<file path="config.mk">
export PLATFORM = sky130hd
export DESIGN_NAME = baro_tof_height_reference_switch_flat
export DESIGN_NICKNAME = d
export VERILOG_FILES = /design/src/rtl/btrs_pkg.sv /design/src/rtl/btrs_sample_if.sv /design/src/rtl/btrs_result_if.sv /design/src/rtl/btrs_height_core.sv /design/src/rtl/baro_tof_height_reference_switch.sv /design/src/flat_wrapper.sv
export SDC_FILE = /design/constraint.sdc
export NUM_CORES = 1
export LEC_CHECK = 0
export ABC_AREA = 1
export BUFFER_PORTS_ARGS = -buffer_cell sky130_fd_sc_hd__buf_4
export CAP_MARGIN = 40
export CORE_MARGIN = 2
export CORE_UTILIZATION = 30
export CTS_BUF_LIST = sky130_fd_sc_hd__clkbuf_8
export DETAILED_ROUTE_END_ITERATION = 6
export SYNTH_ARGS = -nofsm -noshare
export SYNTH_HDL_FRONTEND = slang
export SYNTH_SLANG_ARGS = --single-unit
</file>
<file path="constraint.sdc">
create_clock -name clk -period 11.9 [get_ports clk]
set_input_delay 1.785 -clock clk [delete_from_list [all_inputs] [get_ports clk]]
set_output_delay 1.785 -clock clk [all_outputs]
set_load 0.02 [all_outputs]
</file>
<file path="src/rtl/btrs_pkg.sv">
`default_nettype none

package btrs_pkg;

	// Field and port widths.
	localparam int BARO_W = 24;
	localparam int HGT_W = 16;
	localparam int REF_W = 32;
	localparam int FIX_W = 11;
	localparam int ADDR_W = 3;
	localparam int DATA_W = 32;

	// Register map: word index taken from paddr[ADDR_W-1:2].
	localparam logic [ADDR_W-3:0] REG_BARO_FIX_STEP = 1'b0;

	// Divide by ten through a reciprocal; exact for every 16-bit input.
	localparam logic [16:0] DIV10_MUL = 17'd52429;
	localparam int DIV10_SHIFT = 19;
	localparam int DIV10_PW = HGT_W + 17;

	// Item as held in the input stage, with the range height already chosen.
	typedef struct packed {
		logic takeoff_phase;
		logic sensors_ready;
		logic flying;
		logic auto_takeoff_mode;
		logic range_hw_ok;
		logic range_valid;
		logic [HGT_W-1:0] range_h;
		logic signed [BARO_W-1:0] baro;
	} stage_t;

	// Result item.
	typedef struct packed {
		logic signed [REF_W-1:0] ref_height_cm;
		logic fusion_paused;
	} result_t;

	// Truncating divide by ten of a 16-bit value.
	function automatic logic [HGT_W-1:0] div10(input logic [HGT_W-1:0] v);
		logic [DIV10_PW-1:0] p;
		p = DIV10_PW'(v) * DIV10_PW'(DIV10_MUL);
		return HGT_W'(p >> DIV10_SHIFT);
	endfunction

endpackage

`default_nettype wire

</file>
<file path="src/rtl/btrs_sample_if.sv">
`default_nettype none

interface btrs_sample_if;
	logic valid;
	logic ready;
	logic takeoff_phase;
	logic sensors_ready;
	logic flying;
	logic auto_takeoff_mode;
	logic tof_hw_ok;
	logic flow_hw_ok;
	logic tof_valid;
	logic flow_tof_valid;
	logic [15:0] flow_height_cm;
	logic [15:0] tof_range_mm;
	logic signed [23:0] baro_height_cm;

	modport source (
		output valid, takeoff_phase, sensors_ready, flying, auto_takeoff_mode, tof_hw_ok,
			flow_hw_ok, tof_valid, flow_tof_valid, flow_height_cm, tof_range_mm,
			baro_height_cm,
		input ready
	);

	modport sink (
		input valid, takeoff_phase, sensors_ready, flying, auto_takeoff_mode, tof_hw_ok,
			flow_hw_ok, tof_valid, flow_tof_valid, flow_height_cm, tof_range_mm,
			baro_height_cm,
		output ready
	);
endinterface

`default_nettype wire

</file>
<file path="src/rtl/btrs_result_if.sv">
`default_nettype none

interface btrs_result_if;
	logic valid;
	logic ready;
	logic signed [31:0] ref_height_cm;
	logic fusion_paused;

	modport source (
		output valid, ref_height_cm, fusion_paused,
		input ready
	);

	modport sink (
		input valid, ref_height_cm, fusion_paused,
		output ready
	);
endinterface

`default_nettype wire

</file>
<file path="src/rtl/btrs_height_core.sv">
`default_nettype none

module btrs_height_core (
	input  logic clk,
	input  logic arst_n,
	input  logic adv,
	input  btrs_pkg::stage_t item,
	input  logic signed [btrs_pkg::FIX_W-1:0] fix_step,
	output btrs_pkg::result_t res
);
	import btrs_pkg::*;

	localparam logic [1:0] LS_CAPTURE = 2'd0;
	localparam logic [1:0] LS_CAPTURED = 2'd1;
	localparam logic [1:0] LS_TAKEOFF = 2'd2;

	logic [1:0] lock_q, lock_a, lock_n;
	logic [REF_W-1:0] zero_q, zero_n;
	logic [REF_W-1:0] corr_q, corr_n;
	logic [REF_W-1:0] rel_q, rel_n;
	logic locked_q, locked_n;
	logic [REF_W-1:0] b2t_q, b2t_n;
	logic [REF_W-1:0] t2b_q, t2b_n;
	logic [REF_W-1:0] last_q, last_n;
	logic active, paused;
	logic [REF_W-1:0] baro32, fix32, h32, g2, x;
	logic [REF_W+1:0] s, q;

	// Zero-offset lock machine and relative barometer height.
	always_comb begin
		lock_a = item.takeoff_phase ? LS_TAKEOFF :
			((lock_q == LS_TAKEOFF) ? LS_CAPTURE : lock_q);
		active = (lock_a != LS_CAPTURE);
		baro32 = {{(REF_W-BARO_W){item.baro[BARO_W-1]}}, item.baro};
		rel_n = active ? (baro32 - zero_q + corr_q + t2b_q) : rel_q;
		zero_n = active ? zero_q : baro32;
		lock_n = (!active && item.sensors_ready) ? LS_CAPTURED : lock_a;
	end

	// Correction term for the next item.
	always_comb begin
		paused = !item.flying && item.auto_takeoff_mode;
		fix32 = {{(REF_W-FIX_W){fix_step[FIX_W-1]}}, fix_step};
		corr_n = paused ? '0 : (REF_W'(0) - {fix32[REF_W-2:0], 1'b0});
	end

	// Reverse offset follows halfway, truncated toward zero.
	always_comb begin
		h32 = {{(REF_W-HGT_W){1'b0}}, item.range_h};
		g2 = h32 + b2t_q;
		x = g2 - rel_n - t2b_q;
		s = {t2b_q[REF_W-1], t2b_q, 1'b0} + {{2{x[REF_W-1]}}, x};
		q = {s[REF_W+1], s[REF_W+1:1]} + (REF_W+2)'(s[REF_W+1] & s[0]);
	end

	// Reference selection between barometer and range source.
	always_comb begin
		locked_n = locked_q;
		b2t_n = b2t_q;
		t2b_n = t2b_q;
		last_n = rel_n;
		if (item.range_hw_ok && lock_n != LS_CAPTURE) begin
			if (item.range_valid) begin
				if (locked_q) begin
					last_n = g2;
					t2b_n = q[REF_W-1:0];
				end else begin
					b2t_n = rel_n - h32;
					locked_n = 1'b1;
					last_n = last_q;
				end
			end else begin
				locked_n = 1'b0;
			end
		end
		res.ref_height_cm = last_n;
		res.fusion_paused = paused;
	end

	// State registers advance once per item.
	always_ff @(posedge clk or negedge arst_n) begin
		if (!arst_n) begin
			lock_q <= LS_CAPTURE;
			zero_q <= '0;
			corr_q <= '0;
			rel_q <= '0;
			locked_q <= 1'b0;
			b2t_q <= '0;
			t2b_q <= '0;
			last_q <= '0;
		end else if (adv) begin
			lock_q <= lock_n;
			zero_q <= zero_n;
			corr_q <= corr_n;
			rel_q <= rel_n;
			locked_q <= locked_n;
			b2t_q <= b2t_n;
			t2b_q <= t2b_n;
			last_q <= last_n;
		end
	end

endmodule

`default_nettype wire

</file>
<file path="src/rtl/baro_tof_height_reference_switch.sv">
// A result is valid once its item has moved from the input stage into the
// result register. Throughput: one item per cycle while the result side does
// not stall; the state update of an item is combinational between the two.
// Reset (arst_n low) clears all height state, the lock machine and the
// correction register; the input stage is left empty and ready for an item.
`default_nettype none

module baro_tof_height_reference_switch (
	input  logic clk,
	input  logic arst_n,
	btrs_sample_if.sink sample,
	btrs_result_if.source result,
	input  logic psel,
	input  logic penable,
	input  logic pwrite,
	input  logic [btrs_pkg::ADDR_W-1:0] paddr,
	input  logic [btrs_pkg::DATA_W-1:0] pwdata,
	output logic [btrs_pkg::DATA_W-1:0] prdata,
	output logic pready
);
	import btrs_pkg::*;

	logic signed [FIX_W-1:0] fix_q;
	logic fix_sel;
	logic s1_vld_q, out_vld_q;
	stage_t s1_item, in_item;
	result_t out_res_q, core_res;
	logic out_free, adv, in_acc;

	// Configuration register.
	assign pready = 1'b1;
	assign fix_sel = (paddr[ADDR_W-1:2] == REG_BARO_FIX_STEP);
	assign prdata = fix_sel ? {{(DATA_W-FIX_W){fix_q[FIX_W-1]}}, fix_q} : '0;

	always_ff @(posedge clk or negedge arst_n) begin
		if (!arst_n) begin
			fix_q <= '0;
		end else if (psel && penable && pwrite && fix_sel) begin
			fix_q <= pwdata[FIX_W-1:0];
		end
	end

	// Item pick-up: range source chosen and scaled before the input stage.
	always_comb begin
		in_item.takeoff_phase = sample.takeoff_phase;
		in_item.sensors_ready = sample.sensors_ready;
		in_item.flying = sample.flying;
		in_item.auto_takeoff_mode = sample.auto_takeoff_mode;
		in_item.range_hw_ok = sample.tof_hw_ok || sample.flow_hw_ok;
		in_item.range_valid = sample.tof_valid || sample.flow_tof_valid;
		in_item.range_h = sample.flow_tof_valid ? sample.flow_height_cm :
			div10(sample.tof_range_mm);
		in_item.baro = sample.baro_height_cm;
	end

	// Handshake: the result register parts the two sides.
	assign out_free = !out_vld_q || result.ready;
	assign adv = s1_vld_q && out_free;
	assign sample.ready = !s1_vld_q || adv;
	assign in_acc = sample.valid && sample.ready;

	always_ff @(posedge clk or negedge arst_n) begin
		if (!arst_n) begin
			s1_vld_q <= 1'b0;
			out_vld_q <= 1'b0;
		end else begin
			if (in_acc) begin
				s1_vld_q <= 1'b1;
			end else if (adv) begin
				s1_vld_q <= 1'b0;
			end
			if (adv) begin
				out_vld_q <= 1'b1;
			end else if (result.ready) begin
				out_vld_q <= 1'b0;
			end
		end
	end

	// Payload registers.
	always_ff @(posedge clk) begin
		if (in_acc) begin
			s1_item <= in_item;
		end
		if (adv) begin
			out_res_q <= core_res;
		end
	end

	btrs_height_core u_core (
		.clk(clk),
		.arst_n(arst_n),
		.adv(adv),
		.item(s1_item),
		.fix_step(fix_q),
		.res(core_res)
	);

	assign result.valid = out_vld_q;
	assign result.ref_height_cm = out_res_q.ref_height_cm;
	assign result.fusion_paused = out_res_q.fusion_paused;

	// An item leaving the input stage always lands in the result register.
	a_adv_fills_out: assert property (@(posedge clk) disable iff (!arst_n)
		adv |=> out_vld_q)
		else $error("item left the input stage without a result");

	// Both stages full and the output stalled: no new item may enter.
	a_full_stall: assert property (@(posedge clk) disable iff (!arst_n)
		(s1_vld_q && out_vld_q && !result.ready) |-> !sample.ready)
		else $error("item accepted while both stages are held");

	// An empty input stage always takes an item.
	a_empty_ready: assert property (@(posedge clk) disable iff (!arst_n)
		!s1_vld_q |-> sample.ready)
		else $error("empty input stage refuses an item");

endmodule

`default_nettype wire

</file>
<file path="src/flat_wrapper.sv">
// flat-port wrapper written by rule: the top's interface ports become plain ports
module baro_tof_height_reference_switch_flat import btrs_pkg::*;
  (clk, arst_n, psel, penable, pwrite, paddr, pwdata, prdata, pready, sample_valid, sample_takeoff_phase, sample_sensors_ready, sample_flying, sample_auto_takeoff_mode, sample_tof_hw_ok, sample_flow_hw_ok, sample_tof_valid, sample_flow_tof_valid, sample_flow_height_cm, sample_tof_range_mm, sample_baro_height_cm, sample_ready, result_valid, result_ref_height_cm, result_fusion_paused, result_ready);
  btrs_sample_if sample_i ();
  btrs_result_if result_i ();
  input  logic clk;
  input  logic arst_n;
  input  logic psel;
  input  logic penable;
  input  logic pwrite;
  input  logic [btrs_pkg::ADDR_W-1:0] paddr;
  input  logic [btrs_pkg::DATA_W-1:0] pwdata;
  output logic [btrs_pkg::DATA_W-1:0] prdata;
  output logic pready;
  input wire logic [$bits(sample_i.valid)-1:0] sample_valid;
  input wire logic [$bits(sample_i.takeoff_phase)-1:0] sample_takeoff_phase;
  input wire logic [$bits(sample_i.sensors_ready)-1:0] sample_sensors_ready;
  input wire logic [$bits(sample_i.flying)-1:0] sample_flying;
  input wire logic [$bits(sample_i.auto_takeoff_mode)-1:0] sample_auto_takeoff_mode;
  input wire logic [$bits(sample_i.tof_hw_ok)-1:0] sample_tof_hw_ok;
  input wire logic [$bits(sample_i.flow_hw_ok)-1:0] sample_flow_hw_ok;
  input wire logic [$bits(sample_i.tof_valid)-1:0] sample_tof_valid;
  input wire logic [$bits(sample_i.flow_tof_valid)-1:0] sample_flow_tof_valid;
  input wire logic [$bits(sample_i.flow_height_cm)-1:0] sample_flow_height_cm;
  input wire logic [$bits(sample_i.tof_range_mm)-1:0] sample_tof_range_mm;
  input wire logic [$bits(sample_i.baro_height_cm)-1:0] sample_baro_height_cm;
  output wire logic [$bits(sample_i.ready)-1:0] sample_ready;
  output wire logic [$bits(result_i.valid)-1:0] result_valid;
  output wire logic [$bits(result_i.ref_height_cm)-1:0] result_ref_height_cm;
  output wire logic [$bits(result_i.fusion_paused)-1:0] result_fusion_paused;
  input wire logic [$bits(result_i.ready)-1:0] result_ready;
  assign sample_i.valid = sample_valid;
  assign sample_i.takeoff_phase = sample_takeoff_phase;
  assign sample_i.sensors_ready = sample_sensors_ready;
  assign sample_i.flying = sample_flying;
  assign sample_i.auto_takeoff_mode = sample_auto_takeoff_mode;
  assign sample_i.tof_hw_ok = sample_tof_hw_ok;
  assign sample_i.flow_hw_ok = sample_flow_hw_ok;
  assign sample_i.tof_valid = sample_tof_valid;
  assign sample_i.flow_tof_valid = sample_flow_tof_valid;
  assign sample_i.flow_height_cm = sample_flow_height_cm;
  assign sample_i.tof_range_mm = sample_tof_range_mm;
  assign sample_i.baro_height_cm = sample_baro_height_cm;
  assign sample_ready = sample_i.ready;
  assign result_valid = result_i.valid;
  assign result_ref_height_cm = result_i.ref_height_cm;
  assign result_fusion_paused = result_i.fusion_paused;
  assign result_i.ready = result_ready;
  baro_tof_height_reference_switch u_core (.clk(clk), .arst_n(arst_n), .sample(sample_i), .result(result_i), .psel(psel), .penable(penable), .pwrite(pwrite), .paddr(paddr), .pwdata(pwdata), .prdata(prdata), .pready(pready));
endmodule
</file>
==> results by stage <==
Outcome:
- The flow ran to the end, and the final reports show no timing, DRC or antenna violations.

Clock network:
- The cell sitting at the root of the clock tree is a clkbuf_8.
- The hold-fix buffer count after cts is 0.
- After clock tree synthesis, the clock-pin slew on the worst setup and hold paths is 0.08 ns.
- The number of clock buffers added by TritonCTS is 49.
- The number of clock sinks is 259.
- The level count of the clock H-tree is 2.
- The number of buffers on the longest clock path is 3.
- The clock reaches the later pin of the worst-skew pair after 0.66 ns.
- The CTS tree is done.
- The number of setup buffers added after CTS is 0.
- Once the clock tree was built, the resizer swapped 0 gates to a different size.

Floorplanning:
- The I/O pin total is 174.
- The die is 305 um wide.
- The initial utilization of the core area, before any placement, comes to 0.302.
- The standard-cell row count is between 100 and 150.
- The vertical die dimension is 305 um.
- In this run the standard cell core region covers 0.0900 sq mm.
- The die covers 0.0932 sq mm.

GRT:
- The overall overflow remaining after global route is 0.
- The largest net degree at the start of global routing is 95.
- In the global route stage, overall resource usage came out at 0.191.
- The global-route wire length before repair is 139000 um.
- The number of global-route vias before repair is 24.0k.
- The number of antenna violations at the first check in global routing is 1.

Synth:
- The post-synthesis area per instance is between 7 and 8 sq um.
- Synthesis inferred 259 register bits.
- The dominant register cell in the synthesized netlist is dfrtp_1.
- The leading cell type by number of instances after synthesis is nand2_1.
- Sorting the synthesized cells by area gives the leading types as dfrtp_1, nand2_1, ha_1.
- After synthesis, the share of flip-flops with an asynchronous set or reset is 0.695.
- The count of synthesis-stage warnings from yosys is 0.
- The count of unique library cells instantiated by Yosys is between 50 and 60.
- After synthesis, the most frequently instantiated cells are nand2_1, inv_1, ha_1.
- The number of cells produced by synthesis is 3723.
- The total standard cell area after synthesis is 0.0272 sq mm.
- For this run, the register share of the synthesized area comes to 0.253.
- The biggest area contributor in the post-synthesis netlist is dfrtp_1.
- Of the post-synthesis cell area, the dominant cell type holds 0.165.
- The number of nets in the synthesized netlist is 4260.
- In this run, synthesis inferred 79 flip-flops with an integrated enable.

Setup path:
- Together, buffers and inverters on the worst path number 6.
- The worst register-to-register path has a setup slack of 1.22 ns.
- In this run the worst path has a maximum fanout of 5.
- The terminus of the critical flop-to-flop path is u_core.u_core.t2b_q[11].
- Data on the critical path arrives at its endpoint at ~11 ns.
- The startpoint identified for the worst register-to-register timing path is u_core.s1_item[2].
- The most repeated library cell on the critical path is nand2_1.
- STA classifies the critical path endpoint as a register.
- In this design, the stage delay of the slowest critical-path cell is 0.49 ns.
- For the worst setup path, the data required time is 12.38 ns.
- The setup path with the least slack is of type reg2reg.
- The kind of launch point of the worst setup path is a register.
- Counting cells, the worst reg-to-reg path comes to 52.
- The highest-delay cell along the critical path is o21ai_0.
- The gate family responsible for the most delay along the worst path is simple AND/OR/NAND/NOR gates.

Placed design:
- The cell count after placement is ~5k.
- The worst setup slack before clock tree synthesis is 1.37 ns.
- Detailed placement ended at an HPWL of 74400 um.
- Port buffering added 149 buffers.
- At the end of routability-driven placement, the weighted congestion stood at between 0.9 and 1.

STA:
- The number of endpoints failing setup at the final stage is 0.
- The number of max-slew violations in the final report is 0.
- Of the available clock period, the critical path in the final layout requires 0.897.
- Setup repair after global routing left no endpoint under its margin.
- The tightest hold path in the finished design has a slack of 0.477 ns.
- At the pin with the least slew margin, the transition time is 0.981 ns.
- The post-route clock skew is 0.0385 ns.
- The worst setup margin is 1.22 ns.
- The final critical-path required period is 10.68 ns.
- The setup TNS is 0 ns.
- The tightest slew margin relative to the limit is 0.339.
- Derived from the worst setup path, the maximum achievable clock frequency is 93.6 MHz.
- The count of endpoints failing hold in the final timing report came to 0.

Route:
- The total detailed-routing wirelength is 89500 um.
- The first routing iteration left 1718 violations.
- Dividing the detail-routed via count by the number of cells gives 4.79.
- The first TritonRoute pass finished after 6 iterations.
- Once detail routing completed, the nets flagged for antenna violations numbered 0.
- For this run, design rule violations remaining after detail routing come to 0.
- The final route contains 24.4k vias.
- Dividing the detail-routed wire length by the instance count gives 17.5 um.

Layout:
- Leaving out filler cells and counting taps, the final layout contains ~5.1k.
- The synthesis-to-layout area growth is 13.5%.
- The total number of nets in the final design is ~4.4k.
- Of the cells placed in the final design, the portion with a size suffix greater than 1 is 0.0895.

Hold path:
- The startpoint of the lowest-slack hold path is u_core.u_core.last_q[21].
- The sink of the worst hold path is u_core.u_core.last_q[21].
- The worst hold path depth is 2.
- In this run the worst hold path is classified as reg2reg.

Flow run:
- The count of max-cap constraint violations is 0.
## cells by family after synthesis
logic type	Yosys count	share of synthesized area
flip-flops	259	0.253
other	1	0.000138
AND/OR/NAND/NOR	1623	0.252
AO/OA/AOI/OAI	579	0.115
adder cells (fa/ha/maj)	431	0.238
buffers and inverters	702	0.100
XOR/XNOR	128	0.0423
## layout make-up
type	count	area, sq um
Fill cell	9726	59100
Multi-Input combinational cell	2762	17600
Sequential cell	259	6880
Inverter	624	2340
Tap cell	1176	1470
Timing Repair Buffer	187	1450
Clock buffer	59	812
Clock inverter	32	307
Antenna cell	1	2.50
## metal layers
layer  up-vias  track usage  part of all wire  routed length [um]
li1      12327            -                 -                   -
met1     11457        0.254              0.46               41000
met2       544        0.323              0.47               41600
met3       121       0.0224             0.044                3930
met4         0       0.0616             0.033                2970
met5         -            0                 0                   0
## sequential cells by signal, indices dropped and copies added (netlist names)
name,flops
u_core.u_core.locked_q,1
u_core.u_core.last_q,32
u_core.fix_q,11
u_core.s1_vld_q,1
u_core.u_core.lock_q,2
u_core.u_core.zero_q,24
u_core.u_core.b2t_q,32
u_core.result.fusion_paused,1
u_core.u_core.t2b_q,32
u_core.result.ref_height_cm,32
u_core.u_core.corr_q,12
u_core.s1_item,46
u_core.result.valid,1
u_core.u_core.rel_q,32
## metrics by stage
stage          area (sq um)   util
2_1_floorplan         27200      -
3_3_place_gp          29700  0.330
3_5_place_dp          29800  0.331
4_1_cts               30900  0.343
5_1_grt               30900  0.343
6_report              30900  0.343
## worst max path at each step
stage / end / slack, ns / from / depth (start not counted)
floorplan: u_core.u_core.t2b_q[29] / 3.49 / u_core.u_core.zero_q[0] / 55
global placement: u_core.u_core.t2b_q[29] / 1.35 / u_core.s1_item[2] / 52
detailed placement: u_core.u_core.t2b_q[11] / 1.37 / u_core.s1_item[0] / 53
CTS: u_core.u_core.t2b_q[11] / 1.34 / u_core.s1_item[2] / 48
global route: u_core.u_core.t2b_q[29] / 0.26 / u_core.s1_item[0] / 59
finish: u_core.u_core.t2b_q[11] / 1.22 / u_core.s1_item[2] / 52
## cell usage in the layout, fill, tap and decap left out, types with 5 or more instances in the layout
master     count
nor3_4         5
fa_1         143
nand4_1       52
a21boi_0       5
nor2_2        15
or2_2         25
clkinv_2       6
o21ai_1       19
edfxtp_1      79
inv_2          7
o21ai_0      245
o22ai_1       15
nor2_1       274
a21oi_1      216
nand2_2       11
inv_1        630
nand3_1      180
nand3b_1      16
nor4_1         8
nand2_1      978
ha_1         288
o21a_1         6
nor3_1        37
o21bai_1      13
nor3_2         7
xnor2_1       55
a21o_1        13
buf_2          5
bufinv_16      6
a31oi_1       14
dfrtp_1      180
buf_4        177
clkbuf_8      60
o211ai_1      12
xor2_1        69
## worst reg2reg max path: cells and delay by family, from the launching register on
kind	cells	cell delay, ns
AND/OR/NAND/NOR	23	3.61
buffers and inverters	6	0.70
AO/OA/AOI/OAI	14	2.67
flip-flops	1	0.39
XOR/XNOR	2	0.57
adder cells (fa/ha/maj)	7	2.58
Power is not shown: default switching activity piles up to over one toggle a cycle in this logic, so the estimate is an artifact.
